<file path="src/design/bfm_pkg.sv">
`timescale 1ns / 1ps
`default_nettype none

package bfm_pkg;

  // default largest side exponent of the base image
  localparam int unsigned MAX_SIDE_LOG2_DEF = 10;

  localparam int unsigned LOG2_W     = 4;
  localparam logic [LOG2_W-1:0] LOG2_RESET = 4'd10;
  localparam int unsigned POS_W      = 10;
  localparam int unsigned CH_W       = 8;
  localparam int unsigned NUM_CH     = 4;
  localparam int unsigned PIX_W      = CH_W * NUM_CH;
  localparam int unsigned SUM_W      = CH_W + 1;
  localparam int unsigned PAIR_W     = SUM_W * NUM_CH;
  localparam int unsigned OUT_USED_W = 2 * POS_W + PIX_W;
  localparam int unsigned OUT_DATA_W = ((OUT_USED_W + 7) / 8) * 8;
  localparam int unsigned APB_AW     = 3;
  localparam int unsigned APB_DW     = 32;

  // register select, taken from paddr bit 2
  localparam logic REG_WIDTH_LOG2  = 1'b0;
  localparam logic REG_HEIGHT_LOG2 = 1'b1;

  typedef enum logic [1:0] {
    ST_IDLE,
    ST_LEVEL,
    ST_MERGE
  } state_e;

  typedef struct packed {
    logic [LOG2_W-1:0] width_log2;
    logic [LOG2_W-1:0] height_log2;
    logic              restart;
  } cfg_t;

endpackage

`default_nettype wire

</file>
<file path="src/design/bfm_regs.sv">
`timescale 1ns / 1ps
`default_nettype none

module bfm_regs #(
  parameter int unsigned MAX_SIDE_LOG2 = bfm_pkg::MAX_SIDE_LOG2_DEF
) (
  input  wire logic                        clk_i,
  input  wire logic                        rst_ni,
  input  wire logic                        psel,
  input  wire logic                        penable,
  input  wire logic                        pwrite,
  input  wire logic [bfm_pkg::APB_AW-1:0]  paddr,
  input  wire logic [bfm_pkg::APB_DW-1:0]  pwdata,
  output logic      [bfm_pkg::APB_DW-1:0]  prdata,
  output logic                             pready,
  output bfm_pkg::cfg_t                    cfg_o
);

  localparam logic [bfm_pkg::LOG2_W-1:0] MAX_LOG2 = bfm_pkg::LOG2_W'(MAX_SIDE_LOG2);

  logic [bfm_pkg::LOG2_W-1:0] width_log2_q, width_log2_d;
  logic [bfm_pkg::LOG2_W-1:0] height_log2_q, height_log2_d;
  logic                       wr_en;

  assign pready = 1'b1;
  assign wr_en  = psel && penable && pwrite;

  always_comb begin
    width_log2_d  = width_log2_q;
    height_log2_d = height_log2_q;
    if (wr_en) begin
      if (paddr[2] == bfm_pkg::REG_WIDTH_LOG2) begin
        width_log2_d = pwdata[bfm_pkg::LOG2_W-1:0];
      end else begin
        height_log2_d = pwdata[bfm_pkg::LOG2_W-1:0];
      end
    end
  end

  always_ff @(posedge clk_i or negedge rst_ni) begin
    if (!rst_ni) begin
      width_log2_q  <= bfm_pkg::LOG2_RESET;
      height_log2_q <= bfm_pkg::LOG2_RESET;
    end else begin
      width_log2_q  <= width_log2_d;
      height_log2_q <= height_log2_d;
    end
  end

  always_comb begin
    if (paddr[2] == bfm_pkg::REG_HEIGHT_LOG2) begin
      prdata = bfm_pkg::APB_DW'(height_log2_q);
    end else begin
      prdata = bfm_pkg::APB_DW'(width_log2_q);
    end
  end

  // exponents above the supported side are clamped
  assign cfg_o.width_log2  = (width_log2_q > MAX_LOG2) ? MAX_LOG2 : width_log2_q;
  assign cfg_o.height_log2 = (height_log2_q > MAX_LOG2) ? MAX_LOG2 : height_log2_q;
  assign cfg_o.restart     = wr_en;

endmodule

`default_nettype wire

</file>
<file path="config.mk">
export PLATFORM = sky130hd
export DESIGN_NAME = bfm_regs
export DESIGN_NICKNAME = d
export VERILOG_FILES = /design/src/design/bfm_pkg.sv /design/src/design/bfm_regs.sv
export SDC_FILE = /design/constraint.sdc
export NUM_CORES = 1
export LEC_CHECK = 0
export BUFFER_PORTS_ARGS = -buffer_cell sky130_fd_sc_hd__buf_4
export CORE_ASPECT_RATIO = 1.2
export CORE_MARGIN = 2
export CORE_UTILIZATION = 34
export DETAILED_ROUTE_END_ITERATION = 10
export PLACE_DENSITY = 0.93
export SYNTH_ARGS = -nofsm -noshare
export SYNTH_HDL_FRONTEND = slang
export SYNTH_SLANG_ARGS = --single-unit
</file>
<file path="constraint.sdc">
create_clock -name clk_i -period 1.48 [get_ports clk_i]
set_clock_uncertainty 0.1 [all_clocks]
set_input_delay 0.296 -clock clk_i [delete_from_list [all_inputs] [get_ports clk_i]]
set_output_delay 0.296 -clock clk_i [all_outputs]
set_load 0.1 [all_outputs]
</file>
Word level (Yosys, flattened, before mapping):

Cells that the tools add are included.

* order comparisons: 2
* multiplexer cells: 3
* bitwise gates (word level): 1
* reduce and logical (&&, ||, !) cells: 4

Operator list (count)
* $mux 4: 3
* $gt 4x4->1 const B: 2
* $reduce_and 2->1: 2
* $logic_and 1x1->1: 2
* $not 1->1: 1

* bits in registers: 8
* bits of input ports: 40
* output and inout bits: 42
* logic and storage cells: 12

Longest topological paths before layout:

Gate-level depths: netlist of the first run.

* word-level depth: 3
* depth in mapped cells: 2
* depth with buffers taken out: 2

Worst setup path after synthesis of the first run:

OpenSTA, ideal clock, no wires.

* path kind: flip-flop to output port
* start point: register width_log2_q[2] (netlist bit)
* end point: output cfg_o[7] (netlist bit)
* arrival time: 1723 ps
* required time: 1084 ps
* setup slack: -639 ps
* cell stages (with the launch flop): 2
* path buffers: 0
* path through: dfrtp_1 > nor2b_1

RTL lines
* start: declaration: line bfm_regs.sv:21 `logic [bfm_pkg::LOG2_W-1:0] width_log2_q, width_log2_d;`
* start signal: assignment: line bfm_regs.sv:42 `width_log2_q <= bfm_pkg::LOG2_RESET;`
* start signal: assignment: line bfm_regs.sv:45 `width_log2_q <= width_log2_d;`
* end: declaration: line bfm_regs.sv:16 `output bfm_pkg::cfg_t cfg_o`

==> metrics.yaml, run 1 <==
clock_network:
  clk_pin_slew_worst_paths_ns: 0.05
  cts_buffers: 3
  cts_tree: "done"
  clock-root-buffer: "clkbuf_4"
  cts_buffer_depth: 2
  cts.sinks: 8
  h-tree-depth: 1
  insertion_delay_ns: 0.24
placed_design:
  routabilityCongestion: 0.687
  dpl.cell_count: 103
  numPortBuffers: 22
  dp_hpwl_um: 945
  pre_cts_ws_ns: 0.0621
sta:
  min_period_ns: 1.59
  timing.final.crit_share: 1.07
  hold_viol: 0
  max_freq_ghz: 0.629
  rsz0062_at_grt: "yes"
  fin_ws_ns: -0.111
  finalMaxSlewViolations: 0
  setup_viol: 12
routing:
  postRouteAntennaNets: 0
  wl_mm: 1.29
  dr.pass1.iters: 2
  drcViolationCount: 0
  post_drt_wl_per_cell_um: 11.8
  dr_total_vias: 448
  viasPerCell: 4.11
  drtIter0Drc: 1
power_and_ir_drop:
  powerDensity_nw_per_um2: 2130
  leakage_nw: 0.504
  ir_drop_mv: 1.32
synth:
  yosysUniqueCellTypes: 13
  avgSynthCellArea_um2: 10.4
  netlist_area_um2: 673
  syn_inst: 65
  ys_warn_count: 0
  ys_seq_area_frac: 0.305
  ys_ff_latch: 8
critical_path:
  critPathLaunchType: "register"
  cp_max_fo: 4
  worstSetupPathType: "reg2out"
  r2r_slack_ns: 0.47
  worstSetupEndpointType: "output port"
  crit_arrival_ns: 1.19
  worstPathRequired_ns: 1.08
finish:
  fillCellCount: 145
  final-seq-area_um2: 206
  fin_nets: 132
  multi_input_area_um2: 375
  area_delta_synth_final_pct: 46.7
  drive_above_1_share: 0.611
  n_antenna_cell: 0
  final_common_cell: "conb_1"
  final_cell_mix: "conb_1, buf_4, buf_12"
  fin_cells: 109
floorplan:
  row_count: 17
  die_area_um2: 2350
  num_io_pins: 82
  core_area_um2: 1850
  die_h_um: 52.7
  die_w_um: 44.6
  start_util: 0.364
outcome:
  violations: "negative setup slack"
  outcome: "finished with violations"
grt:
  antenna_found_initial: 0
  grt_max_degree: 9
  grt_pass1_wl_mm: 1.95
  grt_pass1_vias: 428
  globalRouteOverflowTotal: 0
  gr-usage-all-layers: 0.114
job:
  cap_violations: 0
worst_hold_path:
  min_path_type: "in2reg"
==> worst paths after layout <==
path | startpoint | to | cells after the start
max | height_log2_q[3]$_DFFE_PN1P_ | cfg_o[1] | 3
min | pwdata[2] | height_log2_q[2]$_DFFE_PN0P_ | 2
max reg2reg | width_log2_q[3]$_DFFE_PN1P_ | width_log2_q[3]$_DFFE_PN1P_ | 2
min reg2reg | height_log2_q[0]$_DFFE_PN0P_ | height_log2_q[0]$_DFFE_PN0P_ | 1
max in group asynchronous | rst_ni | height_log2_q[1]$_DFFE_PN1P_ | 2
min in group asynchronous | rst_ni | height_log2_q[2]$_DFFE_PN0P_ | 2
==> registers in the layout, indices dropped and copies added (netlist names) <==
register / cells
height_log2_q: 4
width_log2_q: 4
==> area by class of cell <==
| class | instances | area share |
|---|---|---|
| multi-input cells | 52 | 0.380 |
| flip-flops and latches | 8 | 0.209 |
| well taps | 19 | 0.0241 |
| clock buffers | 3 | 0.0228 |
| repair buffers | 27 | 0.364 |
==> worst max-delay path, cell delays in order, from the launching register on <==
cell and delay (ns):
dfstp_2 0.56, o21ai_1 0.08, and2_4 0.15, buf_12 0.16
==> synthesized netlist by cell type <==
cell type | count | share of area
conb_1 | 2 | 0.011
and3_1 | 1 | 0.0093
o21ai_0 | 2 | 0.015
nand4b_4 | 1 | 0.035
nor2b_1 | 2 | 0.019
mux2_2 | 12 | 0.20
nand4_2 | 1 | 0.019
clkbuf_1 | 2 | 0.011
dfrtp_1 | 4 | 0.15
buf_4 | 30 | 0.33
a21o_1 | 2 | 0.022
and2_1 | 2 | 0.019
dfstp_2 | 4 | 0.16
==> per-layer routing <==
metal / GRT usage / share of wire / wire length [um] / vias up
met2: 0.200 / 0.52 / 669 / 39
met5: 0 / 0 / 0 / -
met4: 0.0455 / 0 / 0 / 0
met3: 0.0379 / 0.13 / 161 / 0
li1: - / - / - / 204
met1: 0.123 / 0.35 / 455 / 205
==> through the flow <==
| step | cell area, um2 | TNS (ns) | utilization | hold WS [ns] | power (W) |
|---|---|---|---|---|---|
| 2_1_floorplan | 787 | -0.233 | - | -0.0996 | 0.00147 |
| 3_3_place_gp | 756 | 0 | 0.408 | 0.0150 | 0.00159 |
| 3_5_place_dp | 756 | 0 | 0.408 | 0.0187 | 0.00161 |
| 4_1_cts | 967 | -0.701 | 0.523 | 0.180 | 0.00208 |
| 5_1_grt | 987 | -1.06 | 0.533 | 0.189 | 0.00217 |
| 6_report | 987 | -0.674 | 0.533 | 0.194 | 0.00211 |
==> kinds of logic after synthesis <==
kind of cell	after synthesis	synth area share
DFF	8	0.305
other	2	0.0112
buffers and inverters	32	0.346
muxes	12	0.201
AOI/OAI and AO/OA	4	0.0372
and+or+nand+nor	7	0.100
==> power by group <==
group          internal (W)  switching (W)
sequential         0.000288      0.0000582
combinational      0.000496        0.00111
clock             0.0000923      0.0000668
==> what timing repair did <==
action,in CTS,in global routing
setup buffers,2,0
endpoints found under the hold margin,8,0
setup endpoints to repair,12,12
hold buffers,1,0
pin swaps,2,1
resized for setup,43,5
gates cloned,0,0
No activity file was read; power rests on OpenSTA's default activity.
==> run 2, diff against run 1 <==
GPL_TIMING_DRIVEN = 0   (was default)
SLEW_MARGIN = 10   (was default)
==> metrics.yaml, run 2 (same netlist as run 1, synthesis figures left out) <==
critical_path:
  r2r_slack_ns: 0.45  # -0.02 ns
  crit_arrival_ns: 1.24  # +0.05 ns
  worstSetupEndpointType: "output port"
  r2r-end: "height_log2_q[3]$_DFFE_PN1P_"
  worstPathRequired_ns: 1.08  # about the same
  cp_max_fo: 5  # +1
  ff2ff_path_depth: 2  # unchanged
  worstSetupPathType: "reg2out"
  cp-endpoint: "cfg_o[1]"
  critPathLaunch: "height_log2_q[3]$_DFFE_PN1P_"
  critPathLaunchType: "register"
  regToRegStartpoint: "height_log2_q[3]$_DFFE_PN1P_"
routing:
  postRouteAntennaNets: 0  # unchanged
  wl_mm: 1.68  # +31%
  dr.pass1.iters: 2  # unchanged
  drcViolationCount: 0  # unchanged
  viasPerCell: 3.92  # -4.6%
  dr_total_vias: 545  # +22%
  drtIter0Drc: 1  # unchanged
  post_drt_wl_per_cell_um: 12.1  # +2.6%
power_and_ir_drop:
  seq_power_share: 0.165  # about the same
  leakage_nw: 0.660  # +31%
  p_int_w: 0.000912  # +4.1%
  clkPwrFrac: 0.079  # +0.004
  p_switching_w: 0.00126  # +2.6%
  powerDensity_nw_per_um2: 1810  # -15%
  swShare: 0.581  # -0.00345
  ir_drop_mv: 1.15  # -13%
  pwr-share-comb: 0.755  # -0.005
finish:
  fin_cells: 139  # +28%
  final_cell_mix: "buf_4, conb_1, buf_12"
  fin_nets: 162  # +23%
  area_delta_synth_final_pct: 78.4
  n_antenna_cell: 0  # unchanged
  reg_top3: "height_log2_q x4, width_log2_q x4"
  final_common_cell: "buf_4"
  final_util: 0.649  # +0.116
  finalInstanceArea_um2: 1200  # +22%
  fillCellCount: 141  # -2.8%
  drive_above_1_share: 0.717  # +0.106
grt:
  grt_use_met2: 0.263  # +0.0628
  grt_max_degree: 9  # unchanged
  gr-usage-all-layers: 0.154  # +0.0398
  met3_usage: 0.0345  # -0.00345
  grt_use_met1: 0.139  # +0.0152
  grt_pass1_wl_mm: 2.46  # +26%
  globalRouteOverflowTotal: 0  # unchanged
  antenna_found_initial: 0  # unchanged
  grt_pass1_vias: 539  # +26%
  grt-busiest-layer: "met2"
sta:
  fin_ws_ns: -0.152  # -0.0414 ns
  setup_viol: 12  # unchanged
  rsz0062_at_grt: "yes"
  timing.final.crit_share: 1.10  # +0.0280
  min_period_ns: 1.63  # +0.0414 ns
  max_freq_ghz: 0.613  # -2.5%
  finalMaxSlewViolations: 0  # unchanged
  hold_viol: 0  # unchanged
  setup_tns_ns: -1.23  # -0.552 ns
floorplan:
  start_util: 0.364  # unchanged
  num_io_pins: 82  # unchanged
  core_area_um2: 1850  # unchanged
  die_area_um2: 2350  # unchanged
  die_w_um: 44.6  # unchanged
  die_h_um: 52.7  # unchanged
  row_count: 17  # unchanged
clock_network:
  cts_buffers: 3  # unchanged
  cts_tree: "done"
  cts.sinks: 8  # unchanged
  h-tree-depth: 1  # unchanged
  cts_buffer_depth: 2  # unchanged
  clk_pin_slew_worst_paths_ns: 0.05  # about the same
  clock-root-buffer: "clkbuf_4"
  insertion_delay_ns: 0.26  # +0.02 ns
placed_design:
  placed_area_um2: 976  # +29%
  numPortBuffers: 22  # unchanged
  dpl.cell_count: 133  # +29%
  routabilityCongestion: 0.707  # +2.9%
job:
  cap_violations: 0  # unchanged
worst_hold_path:
  min_path_type: "in2reg"
outcome:
  outcome: "finished with violations"
  violations: "negative setup slack"
[run 2: critical path: stages (launching register included)]
cell	delay, ns
dfstp_2	0.58
o21ai_2	0.08
and2_4	0.15
buf_12	0.16
[run 2: how the worst min path moves through the flow]
| stage | cells after the start | slack, ns | end | from |
|---|---|---|---|---|
| final | 2 | 0.17 | height_log2_q[2]$_DFFE_PN0P_ | pwdata[2] |
| after global routing | 2 | 0.18 | height_log2_q[2]$_DFFE_PN0P_ | pwdata[2] |
| after CTS | 2 | 0.16 | height_log2_q[2]$_DFFE_PN0P_ | pwdata[2] |
| after detailed placement | 1 | 0.02 | width_log2_q[2]$_DFFE_PN0P_ | rst_ni |
| after global placement | 1 | 0.02 | width_log2_q[2]$_DFFE_PN0P_ | rst_ni |
| after floorplan | 0 | -0.1 | height_log2_q[0]$_DFFE_PN0P_ | rst_ni |
[run 2: what timing repair did]
| item | CTS | global route |
|---|---|---|
| pin swaps | 2 | 0 |
| resized for setup | 39 | 8 |
| endpoints found under the setup margin | 12 | 12 |
| buffers inserted | 3 | 0 |
| hold endpoints to repair | 8 | 0 |
| hold buffers | 1 | 0 |
[run 2: per-stage QoR]
step	hold slack, ns	worst slack (ns)	power, W
final	0.173	-0.152	0.00218
after global placement	0.0158	0.0222	0.00164
after detailed placement	0.0174	-0.0141	0.00166
after CTS	0.164	-0.142	0.00213
after floorplan	-0.0996	-0.117	0.00147
after global routing	0.177	-0.178	0.00223
[run 2: layout make-up]
class / instances / area (um2) / area share
Sequential cell: 8 / 206 / 0.172
Buffer: 31 / 230 / 0.192
Tap cell: 19 / 23.8 / 0.0198
Multi-Input combinational cell: 52 / 375 / 0.313
Clock buffer: 3 / 22.5 / 0.0188
Timing Repair Buffer: 26 / 343 / 0.285
[run 2: metal layers]
layer / wire [um] / vias to the layer above / part of all wire
met5: 0 / - / 0
met4: 95 / 0 / 0.056
met3: 204 / 9 / 0.12
met2: 868 / 44 / 0.52
met1: 515 / 227 / 0.31
li1: - / 265 / -
[run 2: power groups by stage]
stage	Combinational, W	Clock [W]	Sequential, W
floorplan	0.00114	0	0.000325
global placement	0.00131	0	0.000338
detailed placement	0.00132	0	0.000344
CTS	0.00160	0.000181	0.000347
global route	0.00168	0.000180	0.000369
finish	0.00164	0.000173	0.000360
