## src/design/bfm_pkg.sv

```systemverilog
`timescale 1ns / 1ps
`default_nettype none

package bfm_pkg;

  // default largest side exponent of the base image
  localparam int unsigned MAX_SIDE_LOG2_DEF = 10;

  localparam int unsigned LOG2_W     = 4;
  localparam logic [LOG2_W-1:0] LOG2_RESET = 4'd10;
  localparam int unsigned POS_W      = 10;
  localparam int unsigned CH_W       = 8;
  localparam int unsigned NUM_CH     = 4;
  localparam int unsigned PIX_W      = CH_W * NUM_CH;
  localparam int unsigned SUM_W      = CH_W + 1;
  localparam int unsigned PAIR_W     = SUM_W * NUM_CH;
  localparam int unsigned OUT_USED_W = 2 * POS_W + PIX_W;
  localparam int unsigned OUT_DATA_W = ((OUT_USED_W + 7) / 8) * 8;
  localparam int unsigned APB_AW     = 3;
  localparam int unsigned APB_DW     = 32;

  // register select, taken from paddr bit 2
  localparam logic REG_WIDTH_LOG2  = 1'b0;
  localparam logic REG_HEIGHT_LOG2 = 1'b1;

  typedef enum logic [1:0] {
    ST_IDLE,
    ST_LEVEL,
    ST_MERGE
  } state_e;

  typedef struct packed {
    logic [LOG2_W-1:0] width_log2;
    logic [LOG2_W-1:0] height_log2;
    logic              restart;
  } cfg_t;

endpackage

`default_nettype wire

```

## src/design/bfm_ctrl.sv

```systemverilog
`timescale 1ns / 1ps
`default_nettype none

module bfm_ctrl #(
  parameter int unsigned MAX_SIDE_LOG2 = bfm_pkg::MAX_SIDE_LOG2_DEF,
  localparam int unsigned AW = MAX_SIDE_LOG2
) (
  input  wire logic                           clk_i,
  input  wire logic                           rst_ni,
  input  wire bfm_pkg::cfg_t                  cfg_i,
  input  wire logic                           s_axis_tvalid,
  output logic                                s_axis_tready,
  input  wire logic [bfm_pkg::PIX_W-1:0]      s_axis_tdata,
  output logic                                m_axis_tvalid,
  input  wire logic                           m_axis_tready,
  output logic      [bfm_pkg::OUT_DATA_W-1:0] m_axis_tdata,
  output logic      [bfm_pkg::LOG2_W-1:0]     m_axis_tuser,
  output logic                                m_axis_tlast,
  output logic                                ram_we_o,
  output logic                                ram_re_o,
  output logic      [AW-1:0]                  ram_addr_o,
  output logic      [bfm_pkg::PAIR_W-1:0]     ram_wdata_o,
  input  wire logic [bfm_pkg::PAIR_W-1:0]     ram_rdata_i
);

  localparam int unsigned LH_DEPTH = MAX_SIDE_LOG2 + 1;
  localparam int unsigned LH_AW    = $clog2(LH_DEPTH);
  localparam int unsigned PAD_W    = bfm_pkg::OUT_DATA_W - bfm_pkg::OUT_USED_W;
  localparam int unsigned CW       = bfm_pkg::CH_W;
  localparam int unsigned SW       = bfm_pkg::SUM_W;

  bfm_pkg::state_e state_q, state_d;

  logic [AW-1:0]                  col_q, col_d;
  logic [AW-1:0]                  row_q, row_d;
  logic [bfm_pkg::LOG2_W-1:0]     k_q, k_d;
  logic [AW-1:0]                  x_q, x_d;
  logic [AW-1:0]                  y_q, y_d;
  logic [bfm_pkg::PIX_W-1:0]      cur_q, cur_d;
  logic [bfm_pkg::PAIR_W-1:0]     pair_q, pair_d;
  logic [bfm_pkg::PIX_W-1:0]      left_q [LH_DEPTH];

  logic                           out_valid_q, out_valid_d;
  logic [bfm_pkg::LOG2_W-1:0]     out_level_q;
  logic [bfm_pkg::POS_W-1:0]      out_x_q, out_y_q;
  logic [bfm_pkg::PIX_W-1:0]      out_pix_q;
  logic                           out_last_q;

  logic                           s_acc;
  logic                           out_free;
  logic                           out_load;
  logic                           out_last;
  logic                           left_we;
  logic [LH_AW-1:0]               lh_idx;
  logic [bfm_pkg::LOG2_W-1:0]     top;
  logic [AW:0]                    w_full, h_full, idx_full;
  logic [AW-1:0]                  w_mask, h_mask;
  logic [bfm_pkg::PIX_W-1:0]      left_pix;
  logic [bfm_pkg::PAIR_W-1:0]     pair;
  logic [bfm_pkg::PIX_W-1:0]      merged;
  logic [SW:0]                    quad [bfm_pkg::NUM_CH];

  assign s_axis_tready = (state_q == bfm_pkg::ST_IDLE);
  assign s_acc         = s_axis_tvalid && s_axis_tready;
  assign out_free      = !out_valid_q || m_axis_tready;

  assign top    = (cfg_i.width_log2 < cfg_i.height_log2) ? cfg_i.width_log2
                                                         : cfg_i.height_log2;
  assign w_full = (AW + 1)'(1) << cfg_i.width_log2;
  assign h_full = (AW + 1)'(1) << cfg_i.height_log2;
  assign w_mask = AW'(w_full - (AW + 1)'(1));
  assign h_mask = AW'(h_full - (AW + 1)'(1));

  // level k of the pair sums starts at w - (w >> k)
  assign idx_full   = w_full - (w_full >> k_q) + {1'b0, x_q >> 1};
  assign ram_addr_o = idx_full[AW-1:0];

  assign lh_idx   = k_q[LH_AW-1:0];
  assign left_pix = left_q[lh_idx];

  always_comb begin
    for (int c = 0; c < bfm_pkg::NUM_CH; c++) begin
      pair[c*SW +: SW] = {1'b0, left_pix[c*CW +: CW]} + {1'b0, cur_q[c*CW +: CW]};
      quad[c]          = {1'b0, ram_rdata_i[c*SW +: SW]} + {1'b0, pair_q[c*SW +: SW]};
      merged[c*CW +: CW] = quad[c][SW:2];
    end
  end

  assign ram_wdata_o = pair;

  always_comb begin
    state_d     = state_q;
    col_d       = col_q;
    row_d       = row_q;
    k_d         = k_q;
    x_d         = x_q;
    y_d         = y_q;
    cur_d       = cur_q;
    pair_d      = pair_q;
    ram_we_o    = 1'b0;
    ram_re_o    = 1'b0;
    left_we     = 1'b0;
    out_load    = 1'b0;
    out_last    = 1'b0;

    case (state_q)
      bfm_pkg::ST_IDLE: begin
        if (s_acc) begin
          cur_d = s_axis_tdata;
          k_d   = '0;
          x_d   = col_q;
          y_d   = row_q;
          if (col_q == w_mask) begin
            col_d = '0;
            row_d = (row_q == h_mask) ? '0 : row_q + AW'(1);
          end else begin
            col_d = col_q + AW'(1);
          end
          state_d = bfm_pkg::ST_LEVEL;
        end
      end
      bfm_pkg::ST_LEVEL: begin
        if (out_free) begin
          out_load = 1'b1;
          if (k_q >= top) begin
            out_last = 1'b1;
            state_d  = bfm_pkg::ST_IDLE;
          end else if (!x_q[0]) begin
            left_we  = 1'b1;
            out_last = 1'b1;
            state_d  = bfm_pkg::ST_IDLE;
          end else if (!y_q[0]) begin
            ram_we_o = 1'b1;
            out_last = 1'b1;
            state_d  = bfm_pkg::ST_IDLE;
          end else begin
            // bottom-right of a 2x2 block: fetch the top pair
            ram_re_o = 1'b1;
            pair_d   = pair;
            state_d  = bfm_pkg::ST_MERGE;
          end
        end
      end
      bfm_pkg::ST_MERGE: begin
        cur_d   = merged;
        k_d     = k_q + bfm_pkg::LOG2_W'(1);
        x_d     = x_q >> 1;
        y_d     = y_q >> 1;
        state_d = bfm_pkg::ST_LEVEL;
      end
      default: begin
        state_d = bfm_pkg::ST_IDLE;
      end
    endcase

    if (cfg_i.restart) begin
      col_d = '0;
      row_d = '0;
    end
  end

  assign out_valid_d = out_load ? 1'b1 : (m_axis_tready ? 1'b0 : out_valid_q);

  always_ff @(posedge clk_i or negedge rst_ni) begin
    if (!rst_ni) begin
      state_q     <= bfm_pkg::ST_IDLE;
      col_q       <= '0;
      row_q       <= '0;
      out_valid_q <= 1'b0;
    end else begin
      state_q     <= state_d;
      col_q       <= col_d;
      row_q       <= row_d;
      out_valid_q <= out_valid_d;
    end
  end

  always_ff @(posedge clk_i) begin
    k_q    <= k_d;
    x_q    <= x_d;
    y_q    <= y_d;
    cur_q  <= cur_d;
    pair_q <= pair_d;
    if (left_we) begin
      left_q[lh_idx] <= cur_q;
    end
    if (out_load) begin
      out_level_q <= k_q;
      out_x_q     <= bfm_pkg::POS_W'(x_q);
      out_y_q     <= bfm_pkg::POS_W'(y_q);
      out_pix_q   <= cur_q;
      out_last_q  <= out_last;
    end
  end

  assign m_axis_tvalid = out_valid_q;
  assign m_axis_tdata  = {{PAD_W{1'b0}}, out_pix_q, out_y_q, out_x_q};
  assign m_axis_tuser  = out_level_q;
  assign m_axis_tlast  = out_last_q;

`ifndef NO_ASSERTIONS
  a_ram_one_access: assert property (@(posedge clk_i) disable iff (!rst_ni)
    !(ram_we_o && ram_re_o))
    else $error("pair memory read and written in one cycle");

  a_merge_after_read: assert property (@(posedge clk_i) disable iff (!rst_ni)
    (state_q == bfm_pkg::ST_MERGE) |-> $past(ram_re_o))
    else $error("merge without a pending pair read");

  a_no_overwrite: assert property (@(posedge clk_i) disable iff (!rst_ni)
    (out_valid_q && !m_axis_tready) |-> !out_load)
    else $error("stalled result overwritten");

  a_accept_to_level: assert property (@(posedge clk_i) disable iff (!rst_ni)
    s_acc |=> (state_q == bfm_pkg::ST_LEVEL))
    else $error("accepted pixel not processed");
`endif

endmodule

`default_nettype wire

```

## config.mk

```make
export PLATFORM = sky130hd
export DESIGN_NAME = bfm_ctrl
export DESIGN_NICKNAME = d
export VERILOG_FILES = /design/src/design/bfm_pkg.sv /design/src/design/bfm_ctrl.sv
export SDC_FILE = /design/constraint.sdc
export NUM_CORES = 1
export LEC_CHECK = 0
export BUFFER_PORTS_ARGS = -buffer_cell sky130_fd_sc_hd__buf_4
export CAP_MARGIN = 10
export CORE_UTILIZATION = 62
export CTS_BUF_LIST = sky130_fd_sc_hd__clkbuf_8
export CTS_CLUSTER_DIAMETER = 40
export DETAILED_ROUTE_END_ITERATION = 6
export PLACE_DENSITY = 0.82
export SYNTH_ARGS = -nofsm -noshare
export SYNTH_HDL_FRONTEND = slang
export SYNTH_SLANG_ARGS = --single-unit
```

## constraint.sdc

```tcl
create_clock -name clk_i -period 7.21 [get_ports clk_i]
set_clock_uncertainty 0.1 [all_clocks]
set_input_delay 0 -clock clk_i [delete_from_list [all_inputs] [get_ports clk_i]]
set_output_delay 0 -clock clk_i [all_outputs]
set_load 0.005 [all_outputs]
```

== Word-level counts from Yosys, hierarchy flattened ==
Memory sizes are Yosys's and may differ from the RTL's. A register that Yosys moved wholly into a read port is not among the register bits.
Index checks and enable logic that the tools add are counted.
Operators by class
  reduce and logical (&&, ||, !) cells: 15
  $lt $le $gt $ge: 2
  equality and inequality tests: 6
  muxes and demuxes: 47
  bitwise gates (word level): 1
  shifts and indexed selects: 3
  $add $sub $neg: 15
Operator list (number)
  $mux 10: 11
  $pmux 32 s2: 1
  $add 9x9->10: 4
  $pmux 10 s2: 2
  $add 8x8->9: 4
  $mux 32: 1
  $mux 1: 22
  $add 10x1->10 const B: 2
  $eq 10x10->1: 2
  $sub 10x1->10 const B: 2
  $mux 4: 3
  $shl 1x4->11 const A: 1
  $shr 11x4->10: 1
  $add 10x9->10: 1
  $mux 2: 5
  $reduce_bool 2->1: 5
  $shl 1x4->10 const A: 1
  $sub 10x10->10: 1
  $pmux 4 s2: 1
  $reduce_and 2->1: 4
  $pmux 2 s3: 1
  $reduce_and 5->1: 1
  $add 4x1->4 const B: 1
  $ge 4x4->1: 1
  other kinds (11): 11
Storage, ports and cells
  memories: 1
  logic and storage cells: 104
  memory bits (writable): 352
  input bits: 81
  output and inout port bits: 111
  flip-flop bits (word level): 172
Memories
  left_q: depth 11, width 32, read ports 1, clocked after memory_dff 1, write ports 1, RTL line bfm_ctrl.sv:41  | logic [bfm_pkg::PIX_W-1:0] left_q [LH_DEPTH];

== Depth between registers and ports, before layout ==
Gate-level depths: netlist of run 1.
  depth after elaboration: 8
  depth in mapped cells: 19
  mapped depth without buffers: 18

== Worst setup path before layout of run 1 ==
Ideal clock, no wire load.
  path kind: register to register
  start point: reg state_q[1]
  end point: reg pair_q[0] in the netlist's numbering, enable pin
  library setup time: 0.429 ns
  path slack: 1.324 ns
  period minus slack after synthesis: 5.886 ns
  arrival time: 5.357 ns
  buffers on the path: 0
  stages on the path, launching flop included: 5
  data required time: 6.681 ns
  path through: dfrtp_1 nand2b_1 nor2b_1 nand3_1 nor2_1
On the way
  longest elaborated chain between the ends: 2
Ends and longest elaborated chain
  start: declaration: RTL line bfm_ctrl.sv:32  | bfm_pkg::state_e state_q, state_d;
  start signal: assignment: RTL line bfm_ctrl.sv:166  | state_q <= bfm_pkg::ST_IDLE;
  start signal: assignment: RTL line bfm_ctrl.sv:171  | state_q <= state_d;
  $eq 2x1->1: RTL line bfm_ctrl.sv:106  | case (state_q)
  $reduce_and 5->1 (no line)
  end signal: assignment: RTL line bfm_ctrl.sv:183  | pair_q <= pair_d;
  end: declaration: RTL line bfm_ctrl.sv:40  | logic [bfm_pkg::PAIR_W-1:0] pair_q, pair_d;
No other way between the ends.
A chain may end at the register's enable or synchronous reset.

==> results.py, run 1 <==
metrics = {
    "clock_network": {
        "clkSinkCount": 528,
        "cts_made_buffers": 90,
        "clock_latency_ns": 0.65,
        "cts.htree.levels": 3,
        "cts.clk_slew.worst_paths_ns": 0.06,
        "clockBufferDepth": 3,
        "cts_root_buf": "clkbuf_8",
        "cts_tree": "built",
        "post_cts_resized": 0,
    },
    "place": {
        "place_congestion": 0.904,
        "dp_hpwl_microns": 33000,
        "port_buffers": 187,
    },
    "logic_synthesis": {
        "yosysUniqueCellTypes": 67,
        "syn_avg_cell_area_sq_um": 15.6,
        "synthArstFlopShare_pct": 4.36,
        "synth_top_area_share_pct": 62.9,
        "synth_area_sq_um": 23900,
        "synth.area.top_cells": "edfxtp_1 63%, mux4_2 8.7%, ha_1 4.7%",
        "ys_seq_area_share_pct": 65.7,
        "yosysWarnings": 0,
        "ys_ff_latch": 528,
        "syn_inst": 1536,
        "synth_edf_count": 501,
        "synth_ff_type": "edfxtp_1",
        "synth_top_area_cell": "edfxtp_1",
    },
    "floorplanning": {
        "die_x_microns": 198,
        "start_util_pct": 63.2,
        "ios": 192,
        "die_h_microns": 198,
        "dieArea_sq_um": 39400,
        "num_rows": 71,
        "core-area_sq_um": 37800,
    },
    "grt": {
        "grt_pass1_vias": 14800,
        "grt_max_degree": 83,
        "grt_first_pass_wirelength_microns": 84200,
        "gr-total-overflow": 0,
        "grt_usage_pct": 29.1,
        "grt_antenna_before_repair": 0,
    },
    "sta": {
        "finalMaxSlewViolations": 0,
        "setup_tns_ns": 0,
        "final-setup-viol-count": 0,
        "rsz0062_at_grt": "false",
        "hold_viol_final": 0,
        "min_period_over_period_pct": 69.4,
        "fin_hold_ws_ns": 0.0447,
        "fmax_mhz": 200,
        "slew_headroom_pct": 30.3,
        "max_slew.worst_pin.slew_ns": 1.04,
        "period_needed_ns": 5.00,
    },
    "critical_path": {
        "arrival_ns": 4.90,
        "worstSetupPathType": "reg -> out",
        "crit_required_ns": 7.11,
        "end_kind": "primary output",
        "crit_path_max_fanout": 42,
        "crit_path_start_kind": "flop",
        "slowest_stage": "dfxtp_4",
        "crit_path_max_incr_delay_ns": 0.85,
        "cp_cell_sequence": "buf_4 > mux4_2 > mux2_2 > mux2i_1 > inv_1 > ha_1 > a21o_1 > a21oi_1 > o21ai_0 > a21oi_1 > o21ai_0 > xor2_1 > buf_4",
    },
    "final_layout": {
        "nets": 2026,
        "antenna_cells": 0,
        "syn_to_final_growth_pct": 18.6,
        "fill_cells": 2223,
        "finalCoreUtilization_pct": 74.9,
        "drive_above_1_share_pct": 24.9,
    },
    "routing": {
        "drc": 0,
        "postRouteAntennaNets": 0,
        "postRouteWirelength_microns": 55600,
        "initialDrtViolationCount": 1317,
        "wire_per_inst_microns": 23.0,
        "vias_per_cell": 6.06,
        "dr.pass1.iters": 6,
        "vias": 14700,
    },
    "status": {
        "status": "finished clean",
    },
    "job": {
        "maxCapViolations": 0,
    },
    "worst_hold_path": {
        "hp-class": "in -> reg",
    },
    "pwr": {
        "leakage_nw": 10.5,
        "p_per_area_nw_per_um2": 283,
        "max-vdd-ir-drop_v": 0.000210,
    },
}
==> report_power, final <==
part / internal, mW / total, mW / switching [mW]
Sequential: 3.61 / 3.78 / 0.172
Clock: 1.46 / 2.66 / 1.21
Combinational: 0.796 / 1.58 / 0.789
==> area by class of cell <==
cell class	count	area, sq um	share of cell area, %
flip-flops and latches	528	15700	55.4
multi-input cells	883	7710	27.2
repair buffers	281	2310	8.14
clock buffers	93	1280	4.51
well taps	511	639	2.25
clock inverters	66	492	1.73
inverters	58	218	0.768
==> cell families after synthesis <==
logic type	after synthesis	synth area share, %
AO/OA/AOI/OAI	222	5.96
XOR/XNOR	71	2.60
adder cells (fa/ha/maj)	103	5.80
buffers and inverters	128	2.22
flip-flops	528	65.7
multiplexers	136	10.7
other	1	0.0157
AND/OR/NAND/NOR	347	7.05
==> metrics by stage <==
| step | setup WS [ns] | power, mW | instances | cell area, sq um |
|---|---|---|---|---|
| floorplan | 1.32 | 4.66 | 1539 | 23900 |
| global placement | 2.84 | 5.33 | 2189 | 25800 |
| detailed placement | 2.75 | 5.38 | 2189 | 25800 |
| CTS | 2.17 | 8.06 | 2419 | 28300 |
| global route | 1.86 | 8.36 | 2420 | 28400 |
| finish | 2.21 | 8.03 | 2420 | 28400 |
==> layer usage <==
layer	track usage, %	share of wire (%)	up-vias
met2	48.2	51	650
li1	-	-	6509
met1	39.5	40	7381
met3	4.20	6.7	128
met4	11.1	2.8	0
met5	0	0	-
==> path summary, 6_finish.rpt <==
| kind | end | cells after the start | startpoint | slack [ns] |
|---|---|---|---|---|
| setup / recovery | ram_wdata_o[16] | 13 | flop | 2.21 |
| hold / removal | col_q[2]$_DFFE_PN0P_ | 7 | cfg_i[7] | 0.04 |
| setup reg to reg | pair_q[26]$_DFFE_PP_ | 13 | flop | 2.82 |
| hold reg to reg | out_x_q[3]$_DFFE_PP_ | 0 | x_q[3]$_DFFE_PP_ | 0.35 |
| max in group asynchronous | row_q[0]$_DFFE_PN0P_ | 4 | rst_ni | 6.28 |
| min in group asynchronous | col_q[3]$_DFFE_PN0P_ | 3 | rst_ni | 0.29 |
==> sequential cells by signal (all words and copies together) (netlist names), named ones only <==
signal	cells
state_q	2
col_q	10
out_x_q	10
out_pix_q	32
y_q	10
pair_q	36
x_q	10
out_y_q	10
m_axis_tlast	1
left_q	352
k_q	4
cur_q	32
m_axis_tvalid	1
row_q	10
m_axis_tuser	4
==> timing repair <==
action                                  4_1_cts  5_1_grt
setup buffers                                 0        0
hold endpoints to repair                     80        0
endpoints found under the setup margin        0        0
hold buffers                                 71        0
==> worst max-delay path: cells and delay by family (launching register included) <==
kind,cells,cell delay (ns)
flops,1,0.85
mux,3,1.10
compound gates,5,0.92
fa+ha+maj,1,0.29
buf+inv,3,0.77
xor+xnor,1,0.29
==> synthesized netlist by cell type, drive strengths merged (22+ instances only) <==
| library cell | count |
|---|---|
| nand2 | 123 |
| nor3 | 29 |
| buf | 30 |
| nor2 | 69 |
| edfxtp | 501 |
| clkbuf | 40 |
| xor2 | 30 |
| xnor2 | 41 |
| inv | 57 |
| ha | 90 |
| a21oi | 47 |
| o21ai | 79 |
| mux4 | 92 |
| a21o | 24 |
| nand2b | 22 |
| dfrtp | 23 |
| mux2 | 35 |
==> layout by cell type (no fill, tap or decap), types with 35 or more instances in the layout <==
cell type	netlist	routed
edfxtp_1	501	501
buf_4	5	209
nand2_1	123	123
clkbuf_8	0	93
mux4_2	92	92
ha_1	90	90
inv_1	57	79
o21ai_0	76	76
dlygate4sd3_1	0	71
nor2_1	69	68
a21oi_1	47	47
xnor2_1	41	41
mux2_2	35	35
(Power assumes the default switching activity.)
==> run 2: changes to the inputs <==
--- a/config.mk
+++ b/config.mk
@@ -5,13 +5,14 @@
 export SDC_FILE = /design/constraint.sdc
 export NUM_CORES = 1
 export LEC_CHECK = 0
+export ABC_AREA = 1
 export BUFFER_PORTS_ARGS = -buffer_cell sky130_fd_sc_hd__buf_4
 export CAP_MARGIN = 10
-export CORE_UTILIZATION = 62
+export CORE_UTILIZATION = 56
 export CTS_BUF_LIST = sky130_fd_sc_hd__clkbuf_8
 export CTS_CLUSTER_DIAMETER = 40
 export DETAILED_ROUTE_END_ITERATION = 6
-export PLACE_DENSITY = 0.82
+export PLACE_DENSITY = 0.78
 export SYNTH_ARGS = -nofsm -noshare
 export SYNTH_HDL_FRONTEND = slang
 export SYNTH_SLANG_ARGS = --single-unit
==> constraint.sdc (replaced) <==
create_clock -name clk_i -period 4.1 [get_ports clk_i]
set_clock_uncertainty 0.1 [all_clocks]
set_input_delay 0 -clock clk_i [delete_from_list [all_inputs] [get_ports clk_i]]
set_output_delay 0 -clock clk_i [all_outputs]
set_load 0.005 [all_outputs]
==> run 2 against run 1 <==
  * Setup slack lost 2.0 ns
  * Flip-flop and latch count is the same
  * Largest power group unchanged
  * Count of clock-buffer cells in the layout shrank 1
  * Global-route usage shrank 1.1 points
  * Cell area grew 2.2%
==> results.py, run 2 <==
metrics = {
    "final_layout": {
        "layout_commonest_cell": "edfxtp_1",
        "final_cell_mix": "501 x edfxtp_1, 395 x nand2_1, 251 x o21ai_0",
        "largest_reg_flops": 352,
        "drive_above_1_share_pct": 15.8,
        "antenna_cells": 0,
        "post-route-cell-area_sq_um": 29000,
        "syn_to_final_growth_pct": 19.9,
        "regMostFlops": "left_q",
        "nets": 2634,
        "top_regs": "left_q: 352 flops, pair_q: 36 flops",
        "finalNonFillerCells": 3053,
    },
    "sta": {
        "fmax_mhz": 258,
        "slew_headroom_pct": 36.1,
        "max_slew.worst_pin.slew_ns": 0.958,
        "final-setup-viol-count": 0,
        "finalMaxSlewViolations": 0,
        "period_needed_ns": 3.88,
        "hold_viol_final": 0,
        "min_period_over_period_pct": 94.6,
    },
    "critical_path": {
        "r2r_setup_slack_ns": 0.76,
        "arrival_ns": 3.78,
        "worstSetupPathType": "reg -> out",
        "crit_path_start_kind": "flop",
        "cp_cell_sequence": "buf_12 > o21ai_0 > o221ai_1 > o21ai_0 > o21ai_2 > ha_1 > inv_1 > fa_1 > o21ai_0 > nand2_1 > nand2_1 > a21oi_1 > inv_1 > a21oi_1 > o21bai_1 > buf_4",
        "slowest_stage": "dfxtp_4",
        "crit_path_max_fanout": 46,
        "r2r_cells": 15,
        "timing.rr.end": "pair_q[8]$_DFFE_PP_",
        "crit_required_ns": 4.00,
        "end_kind": "primary output",
        "cp_common_cell": "o21ai_0",
        "crit_path_max_incr_delay_ns": 0.47,
    },
    "logic_synthesis": {
        "synthArstFlopShare_pct": 4.36,
        "synth.area.top_cells": "edfxtp_1 62%, nand2_1 6.1%, o21ai_0 5.5%",
        "ys_seq_area_share_pct": 65.0,
        "syn_avg_cell_area_sq_um": 11.3,
        "synth_edf_count": 501,
        "synth_common_cells": "501 x edfxtp_1, 395 x nand2_1, 264 x o21ai_0",
        "ys_ff_latch": 528,
        "synth_top_area_cell": "edfxtp_1",
        "yosysUniqueCellTypes": 42,
        "synth_most_common_cell": "edfxtp_1",
        "syn_inst": 2140,
        "synth_area_sq_um": 24200,
        "yosysWarnings": 0,
        "synth_ff_type": "edfxtp_1",
        "synth_top_area_share_pct": 62.3,
    },
    "grt": {
        "gr-total-overflow": 0,
        "grt_max_degree": 74,
        "grt_pass1_vias": 17500,
        "grt_antenna_before_repair": 2,
        "grt_first_pass_wirelength_microns": 94300,
        "grt_usage_pct": 28.0,
    },
    "floorplanning": {
        "die_x_microns": 210,
        "num_rows": 75,
        "die_h_microns": 210,
        "ios": 192,
        "start_util_pct": 57.2,
        "dieArea_sq_um": 44000,
        "core-area_sq_um": 42200,
    },
    "clock_network": {
        "cts_made_buffers": 88,
        "clkSinkCount": 528,
        "cts_tree": "built",
        "clockBufferDepth": 3,
        "cts_root_buf": "clkbuf_8",
        "clock_latency_ns": 0.66,
        "cts.htree.levels": 3,
        "cts.clk_slew.worst_paths_ns": 0.06,
    },
    "worst_hold_path": {
        "min_to": "col_q[0]$_DFFE_PN0P_",
        "min_delay_path_depth": 9,
        "hp-class": "in -> reg",
        "worstHoldStart": "cfg_i[8]",
    },
    "routing": {
        "drc": 0,
        "dr.pass1.iters": 6,
        "initialDrtViolationCount": 1600,
        "postRouteAntennaNets": 0,
        "postRouteWirelength_microns": 62000,
        "wire_per_inst_microns": 20.3,
        "vias_per_cell": 5.79,
        "vias": 17700,
    },
    "pwr": {
        "leakage_nw": 11.2,
        "max-vdd-ir-drop_v": 0.000733,
        "p_per_area_nw_per_um2": 635,
    },
    "place": {
        "port_buffers": 187,
        "place_congestion": 0.946,
        "placed_cells": 2817,
        "placed_area_sq_um": 26500,
        "dp_hpwl_microns": 38300,
    },
    "status": {
        "status": "finished clean",
    },
    "job": {
        "maxCapViolations": 0,
    },
}
-- run 2: changes by cell type after synthesis, moves of 23 or more --
cell | before | now
a21o_1 | 24 | 1
clkbuf_1 | 40 | 73
inv_1 | 57 | 146
mux2_2 | 35 | 0
mux4_2 | 92 | 0
nand2_1 | 123 | 395
nand3_1 | 11 | 71
nor2_1 | 69 | 241
o211ai_1 | 1 | 36
o21ai_0 | 76 | 264
o221ai_1 | 1 | 31
o22ai_1 | 5 | 40
-- run 2: power by group --
part	switching [mW]	internal, mW
Sequential	0.501	6.88
Clock	2.09	2.15
Combinational	4.00	2.78
-- run 2: cells by family after synthesis --
group                      Yosys count  share of synthesized area (%)
AOI/OAI and AO/OA                  457                           10.8
xor gates and xnor gates            53                           1.92
adders and majority gates          103                           5.74
buffers and inverters              244                           3.98
DFF                                528                           65.0
other                                1                         0.0155
and+or+nand+nor                    754                           12.6
-- run 2: how the worst max path moves through the flow --
stage	startpoint	endpoint	slack, ns	cells after the start
finish	flop	ram_wdata_o[8]	0.22	16
global route	flop	ram_wdata_o[26]	-0.01	16
CTS	flop	ram_wdata_o[26]	0.0001	16
detailed placement	flop	pair_q[17]$_DFFE_PP_	0.51	14
global placement	k_q[1]$_DFFE_PP_	ram_addr_o[7]	0.58	18
floorplan	state_q[1]$_DFFE_PN0P_	left_q[0][0]$_DFFE_PP_	0.05	7
-- run 2: metrics by stage --
| stage | TNS [ns] | total power [mW] | worst slack, ns | utilization (%) | hold slack [ns] |
|---|---|---|---|---|---|
| after floorplan | 0 | 10.8 | 0.0457 | - | -0.396 |
| after global placement | 0 | 13.7 | 0.585 | 62.6 | -0.174 |
| after detailed placement | 0 | 13.9 | 0.506 | 62.6 | -0.176 |
| after CTS | 0 | 18.3 | 0.000122 | 68.3 | 0.0142 |
| after global routing | -0.0125 | 19.4 | -0.0125 | 68.6 | 0.160 |
| final | 0 | 18.4 | 0.220 | 68.6 | 0.0525 |
-- run 2: cell type report --
cell class | count | area (sq um)
Timing Repair Buffer | 309 | 2740
Multi-Input combinational cell | 1371 | 7650
Fill cell | 2950 | 13300
Tap cell | 539 | 674
Clock buffer | 92 | 1270
Inverter | 152 | 606
Clock inverter | 62 | 325
Sequential cell | 528 | 15700
-- run 2: worst max-delay path: cells and delay by family, from the launching register on --
kind,cells,cell delay (ns)
compound gates,8,1.33
fa+ha+maj,2,0.64
buf+inv,4,0.53
flops,1,0.47
simple gates,2,0.15
-- run 2: timing repair --
item,4_1_cts,5_1_grt
buffers inserted,6,2
pin swaps,0,0
cloned,0,2
hold buffers,72,0
endpoints found under the setup margin,8,12
gates resized for setup,8,33
endpoints found under the hold margin,78,0
-- run 2: routing by layer --
| metal | GRT usage (%) | part of all wire (%) |
|---|---|---|
| met1 | 36.8 | 40 |
| met2 | 45.0 | 48 |
| met3 | 6.69 | 9.8 |
| met4 | 11.9 | 2.9 |
| met5 | 0 | 0.040 |
==> run 3: changes to the inputs <==
--- a/config.mk
+++ b/config.mk
@@ -8,11 +8,12 @@
 export ABC_AREA = 1
 export BUFFER_PORTS_ARGS = -buffer_cell sky130_fd_sc_hd__buf_4
 export CAP_MARGIN = 10
-export CORE_UTILIZATION = 56
+export CORE_UTILIZATION = 40
 export CTS_BUF_LIST = sky130_fd_sc_hd__clkbuf_8
 export CTS_CLUSTER_DIAMETER = 40
+export CTS_CLUSTER_SIZE = 10
 export DETAILED_ROUTE_END_ITERATION = 6
-export PLACE_DENSITY = 0.78
 export SYNTH_ARGS = -nofsm -noshare
 export SYNTH_HDL_FRONTEND = slang
 export SYNTH_SLANG_ARGS = --single-unit
+export TNS_END_PERCENT = 20
==> run 3 against run 2 <==
  * The run now ends with DRC left
  * Setup slack worse by 0.031 ns
  * Utilization is 19 points lower
  * First-iteration DRC count is 4.3% lower
==> results.py, run 3 (synthesized netlist as in run 2, its figures left out) <==
metrics = {
    "clock_network": {
        "clkSinkCount": 528,
        "cts_tree": "built",
        "clockBufferDepth": 3,
        "cts.htree.levels": 3,
        "cts.clk_slew.worst_paths_ns": 0.06,
        "clock_latency_ns": 0.68,
        "cts_root_buf": "clkbuf_8",
        "cts_made_buffers": 76,
    },
    "critical_path": {
        "cp_common_cell": "nand2_1",
        "crit_start": "k_q[0]$_DFFE_PP_",
        "slowest_stage": "fa_1",
        "cp_top_family": "compound AO/OA/AOI/OAI gates",
        "worstSetupPathType": "reg -> out",
        "end_kind": "primary output",
        "cp.buffers_inverters": 4,
        "cp_cell_sequence": "clkinvlp_4 > buf_4 > nand3_1 > o21ai_0 > o21ai_0 > a21oi_1 > fa_1 > inv_1 > ha_1 > a21o_1 > nand3_1 > nand2_1 > a21oi_2 > nor2_1 > o21ai_1 > nand2_1 > nand2_1 > nand2_1 > buf_4",
        "crit_path_start_kind": "flop",
        "crit_required_ns": 4.00,
        "crit_path_max_incr_delay_ns": 0.44,
        "arrival_ns": 3.81,
        "crit_path_max_fanout": 10,
    },
    "final_layout": {
        "top_regs": "left_q: 352 flops, pair_q: 36 flops",
        "regMostFlops": "left_q",
        "drive_above_1_share_pct": 16.5,
        "syn_to_final_growth_pct": 21.8,
        "nets": 2632,
        "finalCoreUtilization_pct": 49.6,
        "largest_reg_flops": 352,
        "post-route-cell-area_sq_um": 29400,
        "finalNonFillerCells": 3274,
        "layout_commonest_cell": "edfxtp_1",
        "fill_cells": 5214,
        "final_cell_mix": "501 x edfxtp_1, 395 x nand2_1, 248 x o21ai_0",
    },
    "sta": {
        "slew_headroom_pct": 32.2,
        "period_needed_ns": 3.91,
        "hold_viol_final": 0,
        "finalMaxSlewViolations": 0,
        "fin_hold_ws_ns": 0.0740,
        "fmax_mhz": 256,
        "rsz0062_at_grt": "true",
        "max_slew.worst_pin.slew_ns": 1.02,
        "final-setup-viol-count": 0,
        "min_period_over_period_pct": 95.4,
    },
    "routing": {
        "dr.pass1.iters": 7,
        "postRouteWirelength_microns": 63900,
        "vias": 17200,
        "drc": 3,
        "vias_per_cell": 5.26,
        "wire_per_inst_microns": 19.5,
        "initialDrtViolationCount": 1531,
        "postRouteAntennaNets": 0,
    },
    "place": {
        "placed_cells": 3054,
        "place_congestion": 0.848,
        "dp_hpwl_microns": 39100,
        "placed_area_sq_um": 26800,
        "port_buffers": 187,
    },
    "worst_hold_path": {
        "worstHoldStart": "cfg_i[8]",
        "hp-class": "in -> reg",
    },
    "floorplanning": {
        "start_util_pct": 40.7,
        "core-area_sq_um": 59400,
        "dieArea_sq_um": 61400,
        "ios": 192,
        "num_rows": 89,
        "die_h_microns": 248,
        "die_x_microns": 248,
    },
    "grt": {
        "gr-total-overflow": 0,
        "grt_max_degree": 64,
        "grt_antenna_before_repair": 1,
        "grt_usage_pct": 20.7,
        "grt_first_pass_wirelength_microns": 96600,
        "grt_pass1_vias": 16800,
    },
    "status": {
        "status": "complete, but fails checks",
        "violations": "DRC",
    },
    "pwr": {
        "p_per_area_nw_per_um2": 637,
        "leakage_nw": 11.3,
        "power.total_mw": 18.8,
        "max-vdd-ir-drop_v": 0.000676,
    },
    "job": {
        "maxCapViolations": 0,
    },
}
[run 3: changes by cell type in the layout (fill, tap and decap cells not counted), sizes merged]
cell	before	now
buf	236	243
bufbuf	0	1
bufinv	1	10
clkbuf	94	81
clkinv	30	13
clkinvlp	6	14
diode	0	1
dlygate4sd3	71	72
inv	177	167
[run 3: timing repair]
item,4_1_cts,5_1_grt
hold buffers,73,0
buffers inserted,3,10
gates cloned,1,2
pin swaps,0,1
hold endpoints to repair,78,0
gates resized for setup,13,38
endpoints found under the setup margin,9,23
[run 3: worst paths after layout]
check                                  endpoint  slack (ns)  cells past startpoint
hold reg to reg            out_y_q[9]$_DFFE_PP_        0.37                      0
hold / removal             col_q[1]$_DFFE_PN0P_        0.07                      9
setup reg to reg           pair_q[26]$_DFFE_PP_        0.79                     14
max in group asynchronous  col_q[9]$_DFFE_PN0P_        3.48                      4
setup / recovery                  ram_addr_o[7]        0.19                     19
min in group asynchronous  row_q[1]$_DFFE_PN0P_        0.23                      4
[run 3: worst min-delay path: cells and delay by family]
| kind | cells | cell delay [ns] |
|---|---|---|
| simple gates | 6 | 0.39 |
| buf+inv | 1 | 0.17 |
| compound gates | 2 | 0.22 |
[run 3: through the flow]
step           setup slack [ns]  TNS (ns)
3_3_place_gp              0.547         0
6_report                  0.189         0
3_5_place_dp              0.494         0
2_1_floorplan            0.0457         0
5_1_grt                  -0.123    -0.231
4_1_cts                 -0.0651   -0.0861
[run 3: area by class of cell]
| type | count | area (sq um) | area share (%) |
|---|---|---|---|
| Clock buffer | 78 | 1070 | 3.65 |
| Multi-Input combinational cell | 1371 | 7660 | 26.0 |
| Inverter | 152 | 606 | 2.06 |
| Sequential cell | 528 | 15700 | 53.4 |
| Tap cell | 773 | 967 | 3.29 |
| Antenna cell | 1 | 2.50 | 0.00850 |
| Timing Repair Buffer | 319 | 2880 | 9.77 |
| Clock inverter | 52 | 548 | 1.86 |
[run 3: per-layer routing]
layer | GRT usage, % | share of wire, % | up-vias | routed length (microns)
li1 | - | - | 8197 | -
met1 | 28.3 | 44 | 8427 | 28400
met2 | 33.5 | 47 | 500 | 30200
met3 | 3.55 | 6.0 | 96 | 3850
met4 | 6.80 | 2.2 | 0 | 1410
met5 | 0 | 0 | - | 0
[run 3: power breakdown]
part	switching (mW)	total, mW	internal, mW
sequential	0.531	7.41	6.88
combinational	3.95	6.79	2.84
clock	2.11	4.55	2.44
total	6.60	18.8	12.2
